--- config.mk ---
export PLATFORM = sky130hd
export DESIGN_NAME = quadrature_decoder_angle_core
export DESIGN_NICKNAME = d
export VERILOG_FILES = /design/src/design/qda_pkg.sv /design/src/design/qda_counter.sv /design/src/design/qda_divider.sv /design/src/design/quadrature_decoder_angle_core.sv
export SDC_FILE = /design/constraint.sdc
export NUM_CORES = 1
export LEC_CHECK = 0
export BUFFER_PORTS_ARGS = -buffer_cell sky130_fd_sc_hd__buf_2
export CAP_MARGIN = 10
export CORE_AREA = 2 2 144 182
export CTS_BUF_LIST = sky130_fd_sc_hd__clkbuf_4
export CTS_CLUSTER_SIZE = 24
export DETAILED_ROUTE_END_ITERATION = 7
export DIE_AREA = 0 0 146 184
export GPL_TIMING_DRIVEN = 0
export PLACE_DENSITY_LB_ADDON = 0.12
export SYNTH_ARGS = -nofsm -noshare
export SYNTH_HDL_FRONTEND = slang
export SYNTH_SLANG_ARGS = --single-unit
--- constraint.sdc ---
create_clock -name clk -period 7.1 [get_ports clk]
set_clock_uncertainty 0.05 [all_clocks]
set_input_delay 0.355 -clock clk [delete_from_list [all_inputs] [get_ports clk]]
set_output_delay 0.355 -clock clk [all_outputs]
set_load 0.01 [all_outputs]
--- src/design/qda_pkg.sv ---
// Package for the quadrature decoder angle core.
// Holds the beat types, action codes and fixed widths shared by all modules.
// Depends on nothing.
`timescale 1ns / 1ps
`default_nettype none

package qda_pkg;

    // Fixed field widths.
    localparam int POS_W               = 32;
    localparam int ANGLE_W             = 9;
    localparam int CPR_W               = 10;
    localparam int COUNT_WIDTH_DEFAULT = 32;

    // Scale and reset value of the divisor register.
    localparam int          DEGREES_PER_REV = 360;
    localparam logic [CPR_W-1:0] CPR_RESET  = CPR_W'(98);

    // Action codes of an input beat.
    localparam logic [1:0] ACT_SAMPLE = 2'd0;
    localparam logic [1:0] ACT_LOAD   = 2'd1;
    localparam logic [1:0] ACT_CLEAR  = 2'd2;

    // Encoder line pairs, packed as {B, A}.
    localparam logic [1:0] LINES_IDLE   = 2'b00;
    localparam logic [1:0] LINES_A_HIGH = 2'b01;
    localparam logic [1:0] LINES_B_HIGH = 2'b10;

    typedef struct packed {
        logic [1:0] action;
        logic       line_a;
        logic       line_b;
    } in_item_t;

    typedef struct packed {
        logic signed [POS_W-1:0] position_count;
        logic [ANGLE_W-1:0]      angle_degrees;
    } out_item_t;

    // Status of the angle unit toward the top level.
    typedef struct packed {
        logic               valid;
        logic [ANGLE_W-1:0] angle;
    } qda_div_res_t;

endpackage

`default_nettype wire

--- src/design/qda_counter.sv ---
// Line pair and position count state of the quadrature decoder.
// Updates on each accepted input beat. Uses qda_pkg.
`timescale 1ns / 1ps
`default_nettype none

module qda_counter
    import qda_pkg::*;
#(
    parameter int COUNT_WIDTH = COUNT_WIDTH_DEFAULT
) (
    input  wire logic                          clk,
    input  wire logic                          rst_n,
    input  wire logic                          accept,
    input  wire in_item_t                      item,
    output logic signed [COUNT_WIDTH-1:0]      count
);

    logic [1:0]             lines;
    logic [1:0]             prev_lines_reg;
    logic [1:0]             prev_lines_next;
    logic [COUNT_WIDTH-1:0] count_reg;
    logic [COUNT_WIDTH-1:0] count_next;

    assign lines = {item.line_b, item.line_a};

    // Decode the action and the move from the stored pair to the new one.
    always_comb
    begin
        prev_lines_next = prev_lines_reg;
        count_next      = count_reg;
        case (item.action)
            ACT_SAMPLE:
            begin
                if (lines == LINES_IDLE)
                begin
                    if (prev_lines_reg == LINES_B_HIGH)
                    begin
                        count_next = count_reg + COUNT_WIDTH'(1);
                    end
                    else if (prev_lines_reg == LINES_A_HIGH)
                    begin
                        count_next = count_reg - COUNT_WIDTH'(1);
                    end
                end
                prev_lines_next = lines;
            end
            ACT_LOAD:
            begin
                prev_lines_next = lines;
            end
            ACT_CLEAR:
            begin
                prev_lines_next = LINES_IDLE;
                count_next      = '0;
            end
            default:
            begin
                prev_lines_next = prev_lines_reg;
                count_next      = count_reg;
            end
        endcase
    end

    // State registers, written only when a beat is accepted.
    always_ff @(posedge clk or negedge rst_n)
    begin
        if (!rst_n)
        begin
            prev_lines_reg <= LINES_IDLE;
            count_reg      <= '0;
        end
        else if (accept)
        begin
            prev_lines_reg <= prev_lines_next;
            count_reg      <= count_next;
        end
    end

    assign count = signed'(count_reg);

endmodule

`default_nettype wire

--- src/design/qda_divider.sv ---
// Bit-serial angle unit: scales the count magnitude by 360, divides it by the
// counts per revolution one quotient bit per cycle and reduces each quotient
// bit into a running remainder modulo 360. Uses qda_pkg.
`timescale 1ns / 1ps
`default_nettype none

module qda_divider
    import qda_pkg::*;
#(
    parameter int COUNT_WIDTH = COUNT_WIDTH_DEFAULT
) (
    input  wire logic                          clk,
    input  wire logic                          rst_n,
    input  wire logic                          start,
    input  wire logic signed [COUNT_WIDTH-1:0] count,
    input  wire logic [CPR_W-1:0]              cpr,
    input  wire logic                          take,
    output qda_div_res_t                       res
);

    localparam int PROD_W = COUNT_WIDTH + 9;
    localparam int CNT_W  = $clog2(PROD_W);
    localparam logic [ANGLE_W:0] DEG_EXT = (ANGLE_W+1)'(DEGREES_PER_REV);

    typedef enum logic [1:0] {
        ST_IDLE,
        ST_RUN,
        ST_FIN,
        ST_HOLD
    } state_t;

    state_t             state_reg;
    logic [PROD_W-1:0]  div_reg;
    logic [CPR_W-1:0]   rem_reg;
    logic [ANGLE_W-1:0] mod_reg;
    logic [CNT_W-1:0]   cnt_reg;
    logic               neg_reg;
    logic [ANGLE_W-1:0] angle_reg;

    logic [COUNT_WIDTH-1:0] mag;
    logic [PROD_W-1:0]      product;
    logic [CPR_W:0]         rem_shift;
    logic [CPR_W:0]         rem_diff;
    logic                   qbit;
    logic [CPR_W-1:0]       rem_next;
    logic [ANGLE_W:0]       mod_shift;
    logic [ANGLE_W-1:0]     mod_next;
    logic [ANGLE_W-1:0]     angle_next;

    // Magnitude of the count and its exact product with 360.
    assign mag     = count[COUNT_WIDTH-1] ? (-count) : count;
    assign product = PROD_W'(mag) * PROD_W'(DEGREES_PER_REV);

    // One restoring division step per cycle.
    assign rem_shift = {rem_reg, div_reg[PROD_W-1]};
    assign rem_diff  = rem_shift - {1'b0, cpr};
    assign qbit      = (rem_shift >= {1'b0, cpr});
    assign rem_next  = qbit ? rem_diff[CPR_W-1:0] : rem_shift[CPR_W-1:0];

    // Fold the new quotient bit into the remainder modulo 360.
    assign mod_shift = {mod_reg, qbit};
    assign mod_next  = (mod_shift >= DEG_EXT) ? ANGLE_W'(mod_shift - DEG_EXT)
                                              : mod_shift[ANGLE_W-1:0];

    // Zero divisor gives 0; a negative quotient wraps back into the upper part of the circle.
    always_comb
    begin
        if (cpr == '0)
        begin
            angle_next = '0;
        end
        else if (neg_reg && (mod_reg != '0))
        begin
            angle_next = ANGLE_W'(DEG_EXT - {1'b0, mod_reg});
        end
        else
        begin
            angle_next = mod_reg;
        end
    end

    // Sequencer registers: state and bit counter.
    always_ff @(posedge clk or negedge rst_n)
    begin
        if (!rst_n)
        begin
            state_reg <= ST_IDLE;
            cnt_reg   <= '0;
        end
        else
        begin
            case (state_reg)
                ST_IDLE:
                begin
                    if (start)
                    begin
                        state_reg <= ST_RUN;
                        cnt_reg   <= CNT_W'(PROD_W - 1);
                    end
                end
                ST_RUN:
                begin
                    cnt_reg <= cnt_reg - CNT_W'(1);
                    if (cnt_reg == '0)
                    begin
                        state_reg <= ST_FIN;
                    end
                end
                ST_FIN:
                begin
                    state_reg <= ST_HOLD;
                end
                ST_HOLD:
                begin
                    if (take)
                    begin
                        state_reg <= ST_IDLE;
                    end
                end
                default:
                begin
                    state_reg <= ST_IDLE;
                end
            endcase
        end
    end

    // Shift registers of the dividend, partial remainder and angle remainder, plus sign and angle.
    always_ff @(posedge clk)
    begin
        if (state_reg == ST_IDLE && start)
        begin
            div_reg <= product;
            rem_reg <= '0;
            mod_reg <= '0;
            neg_reg <= count[COUNT_WIDTH-1];
        end
        else if (state_reg == ST_RUN)
        begin
            div_reg <= {div_reg[PROD_W-2:0], 1'b0};
            rem_reg <= rem_next;
            mod_reg <= mod_next;
        end
        if (state_reg == ST_FIN)
        begin
            angle_reg <= angle_next;
        end
    end

    assign res.valid = (state_reg == ST_HOLD);
    assign res.angle = angle_reg;

endmodule

`default_nettype wire

--- src/design/quadrature_decoder_angle_core.sv ---
// A beat is registered as a divider start; the divider then works out one
// quotient bit per cycle, and a finish state stores the angle for the output.
// A new beat is taken only after the output register takes the last result;
// a finished result waits in the output register while the next beat is taken.
// Reset (rst_n, asynchronous, active low) clears the count and the line pair
// and sets counts per revolution to 98.
`timescale 1ns / 1ps
`default_nettype none

module quadrature_decoder_angle_core
    import qda_pkg::*;
#(
    parameter int COUNT_WIDTH = COUNT_WIDTH_DEFAULT
) (
    input  wire logic             clk,
    input  wire logic             rst_n,
    input  wire logic             item_valid,
    output logic                  item_ready,
    input  wire in_item_t         item_data,
    output logic                  result_valid,
    input  wire logic             result_ready,
    output out_item_t             result_data,
    input  wire logic             cfg_valid,
    output logic                  cfg_ready,
    input  wire logic [CPR_W-1:0] cfg_data
);

    logic                          busy_reg;
    logic                          start_reg;
    logic [CPR_W-1:0]              cpr_reg;
    logic                          out_valid_reg;
    out_item_t                     out_data_reg;
    logic                          item_accept;
    logic                          res_take;
    logic signed [COUNT_WIDTH-1:0] count;
    qda_div_res_t                  div_res;

    assign item_ready  = ~busy_reg;
    assign item_accept = item_valid & item_ready;
    assign cfg_ready   = 1'b1;
    assign res_take    = div_res.valid & (~out_valid_reg | result_ready);

    qda_counter #(
        .COUNT_WIDTH(COUNT_WIDTH)
    ) u_counter (
        .clk    (clk),
        .rst_n  (rst_n),
        .accept (item_accept),
        .item   (item_data),
        .count  (count)
    );

    qda_divider #(
        .COUNT_WIDTH(COUNT_WIDTH)
    ) u_divider (
        .clk    (clk),
        .rst_n  (rst_n),
        .start  (start_reg),
        .count  (count),
        .cpr    (cpr_reg),
        .take   (res_take),
        .res    (div_res)
    );

    // Divisor register.
    always_ff @(posedge clk or negedge rst_n)
    begin
        if (!rst_n)
        begin
            cpr_reg <= CPR_RESET;
        end
        else if (cfg_valid && cfg_ready)
        begin
            cpr_reg <= cfg_data;
        end
    end

    // Busy flag and divider start, one beat in flight at a time.
    always_ff @(posedge clk or negedge rst_n)
    begin
        if (!rst_n)
        begin
            busy_reg  <= 1'b0;
            start_reg <= 1'b0;
        end
        else
        begin
            start_reg <= item_accept;
            if (item_accept)
            begin
                busy_reg <= 1'b1;
            end
            else if (res_take)
            begin
                busy_reg <= 1'b0;
            end
        end
    end

    // Output register control.
    always_ff @(posedge clk or negedge rst_n)
    begin
        if (!rst_n)
        begin
            out_valid_reg <= 1'b0;
        end
        else if (res_take)
        begin
            out_valid_reg <= 1'b1;
        end
        else if (result_ready)
        begin
            out_valid_reg <= 1'b0;
        end
    end

    // Output payload, captured with the finished angle.
    always_ff @(posedge clk)
    begin
        if (res_take)
        begin
            out_data_reg.position_count <= POS_W'(count);
            out_data_reg.angle_degrees  <= div_res.angle;
        end
    end

    assign result_valid = out_valid_reg;
    assign result_data  = out_data_reg;

endmodule

`default_nettype wire

==> summary.txt <==
Floorplanning
  • I/O Pins: between 60 and 70
  • Die H: between 150 and 200 um
  • Site Rows: 65
  • Die Area: 0.0269 mm2
  • Starting Density: 0.525
  • CORE AREA: about 0.025 mm2
  • Die Wd: around 150 um

Route
  • Detailed-route wire length: approximately 30000 um
  • Final antenna-violating net count: 0
  • Router iterations before antenna repair: 7
  • # DRC: 0
  • DR vias: slightly above 10000
  • Via/cell ratio: approximately 5.5
  • Drt wl/cell: about 16 um
  • DR iter-0 viols: 464

Outcome
  • Run status: complete, no violations

Place
  • Dpl hpwl: between 20000 and 25000 um
  • GPL Wtd Cong: just over 0.9
  • IO Port Bufs: approximately 60

Layout
  • Fraction of layout cells with a size suffix above 1: 0.0804
  • Sequential Area: between 0.004 and 0.005 mm2
  • # fillers: 2313
  • Largest register FFs: ~40
  • Area Growth Syn to Fin: 9.50%
  • Footprint of the multi-input gates: between 0.007 and 0.008 mm2
  • Most common cell after layout, fill and taps aside: inv_1
  • NumNets Final: 1731
  • Most frequent cells in the layout: inv_1 (183), nand2_1 (136), ha_1 (127)

Logic synthesis
  • Top FF cell, synth: edfxtp_1
  • Syn nets: about 1600
  • Ys async rst share: 0.337
  • Register area share after synthesis: 0.337
  • Syn. warnings: 0
  • Synthesized area per cell: slightly above 9 um2
  • Distinct cells, synth: 73
  • EDFF count, synth: ~90
  • Synth Instances: 1430
  • Seq cells post-synth: about 160
  • Netlist Area Pre-Place: about 0.013 mm2

Power
  • Sw frac: 0.260
  • Comb power frac: 0.035
  • Pwr dens: 114 mW/mm2
  • Pint: between 1 and 1.5 mW
  • Max VDD drop: 0.0711 mV
  • Clock Power Share: 0.355
  • Net Sw Power: 0.425 mW
  • P_leak: 6.66 nW
  • Sequential fraction of design power: 0.610

STA
  • Tcrit/Tclk final: 0.917
  • Peak Freq: around 150 MHz
  • Min Clock Period, post-route: approximately 6.5 ns
  • Final Hold Viols: 0
  • Relative slew margins: 0.379
  • Worst slew pin tran: between 0.9 and 1 ns
  • Final setup violation count: 0
  • Max Slew Vio Count: 0
  • Hold slack: between 0.06 and 0.07 ns
  • Setup TNS: 0 ns
  • Unrepaired setup endpoints after global routing: no

Run
  • Maximum capacitance violations: 0

CTS
  • H-tree levels: 4
  • Maximum root-to-sink buffer count: 2
  • Clock latency on the worst-skew pair: approximately 0.6 ns
  • CTS tree: done
  • Sink Count: 163
  • Root Driver: clkbuf_4
  • CTS clk-pin slew, worst paths: between 0.15 and 0.2 ns
  • Total CTS buffers: 17
  • Post-CTS Setup Bufs: 0

Setup path
  • Critical path launch point type: flip-flop
  • Crit. End Element: flip-flop
  • Worst EP required: ~7.4 ns
  • Data arrival, critical path: between 6 and 7 ns
  • Critical path fanouts, max: 9
  • Worst setup path class: flip-flop to flip-flop

Global routing
  • Global-route wire length before repair: roughly 50000 um
  • Number of global-route vias before repair: between 10000 and 15000
  • Gr usage total: 0.229
  • Initial antenna violation count: 1
  • Total gr overflow: 0
  • Largest net degree at the start of global routing: 39

Min path
  • Worst min path class: input pin to flip-flop
critical path: stages, from the launching register on:
cell and delay, ns:
dfrtp_1 0.54, inv_1 0.23, ha_1 0.26, nand3_1 0.17, or3_1 0.45, or2_2 0.32
o21ai_0 0.34, nand2_1 0.11, xor2_1 0.18, ha_1 0.29, inv_1 0.07, fa_1 0.50
fa_1 0.51, inv_1 0.04, ha_1 0.36, a21o_1 0.23, a21o_1 0.18, a21oi_1 0.25
o211ai_1 0.13, o211ai_1 0.29, nand4_1 0.17, and3_1 0.19, or3_1 0.37
path summary, 6_finish.rpt:
kind,cells after the start,end,startpoint,slack [ns]
setup / recovery,22,u_divider.div_reg[40],u_counter.count[0],0.59
hold / removal,3,cpr_reg[6],cfg_valid,0.07
setup reg to reg,22,u_divider.div_reg[40],u_counter.count[0],0.59
hold reg to reg,0,result_data[7],u_divider.angle_reg[7],0.39
max in group asynchronous,3,busy_reg,rst_n,6.17
min in group asynchronous,2,cpr_reg[8],rst_n,0.20
metal layers:
metal,track usage,routed length [um],vias to the layer above
met5,0,0,-
met4,0.0831,870,0
met3,0.0303,699,45
met2,0.428,15300,171
met1,0.267,12800,4937
li1,-,-,5239
what timing repair did:
item / 4_1_cts / 5_1_grt
endpoints found under the hold margin: 33 / 0
hold buffers: 16 / 0
setup endpoints to repair: 0 / 2
gates resized for setup: 0 / 1
stage by stage:
step	instance area (um2)	total power, mW	worst slack [ns]	util	instances
2_1_floorplan	13100	1.05	1.27	-	1430
3_3_place_gp	13900	1.07	0.475	0.553	1824
3_5_place_dp	13900	1.07	0.461	0.556	1828
4_1_cts	14400	1.65	0.404	0.574	1876
5_1_grt	14400	1.69	0.163	0.574	1878
6_report	14400	1.64	0.587	0.574	1878
layout make-up:
class,count,area share
multi-input combinational,1036,0.546
sequential,163,0.308
inverter,183,0.0477
timing repair buffer,80,0.0363
tap,335,0.0291
buffer,48,0.0129
clock inverter,15,0.0111
clock buffer,17,0.00887
antenna,1,0.000174
synth_stat cells, types with 22 or more instances:
cell	n	area [um2]
a21o_1	22	165
a21oi_1	88	440
clkbuf_1	43	161
dfrtp_1	52	1300
edfxtp_1	89	2670
fa_1	56	1120
ha_1	127	1590
inv_1	183	687
nand2_1	136	510
nand3_1	27	135
nor2_1	68	255
nor3_1	26	130
o21ai_0	123	616
xnor2_1	58	508
xor2_1	28	245
power groups by stage:
stage                     registers [mW]  clock network, mW  logic (mW)
after floorplan                     1.02                  0      0.0297
after global placement              1.02                  0      0.0485
after detailed placement            1.02                  0      0.0511
after CTS                          0.998              0.598      0.0583
after global routing               0.999              0.625      0.0660
final                              0.997              0.580      0.0580
kinds of logic after synthesis:
group | count (synthesis) | share of synthesized area
multiplexers | 18 | 0.0141
AO/OA/AOI/OAI | 376 | 0.181
other | 1 | 0.000285
XOR/XNOR | 86 | 0.0573
buffers and inverters | 231 | 0.0664
AND/OR/NAND/NOR | 372 | 0.138
flip-flops | 163 | 0.337
adder cells (fa/ha/maj) | 183 | 0.206
Note: power is estimated with default switching activity, not from simulation.
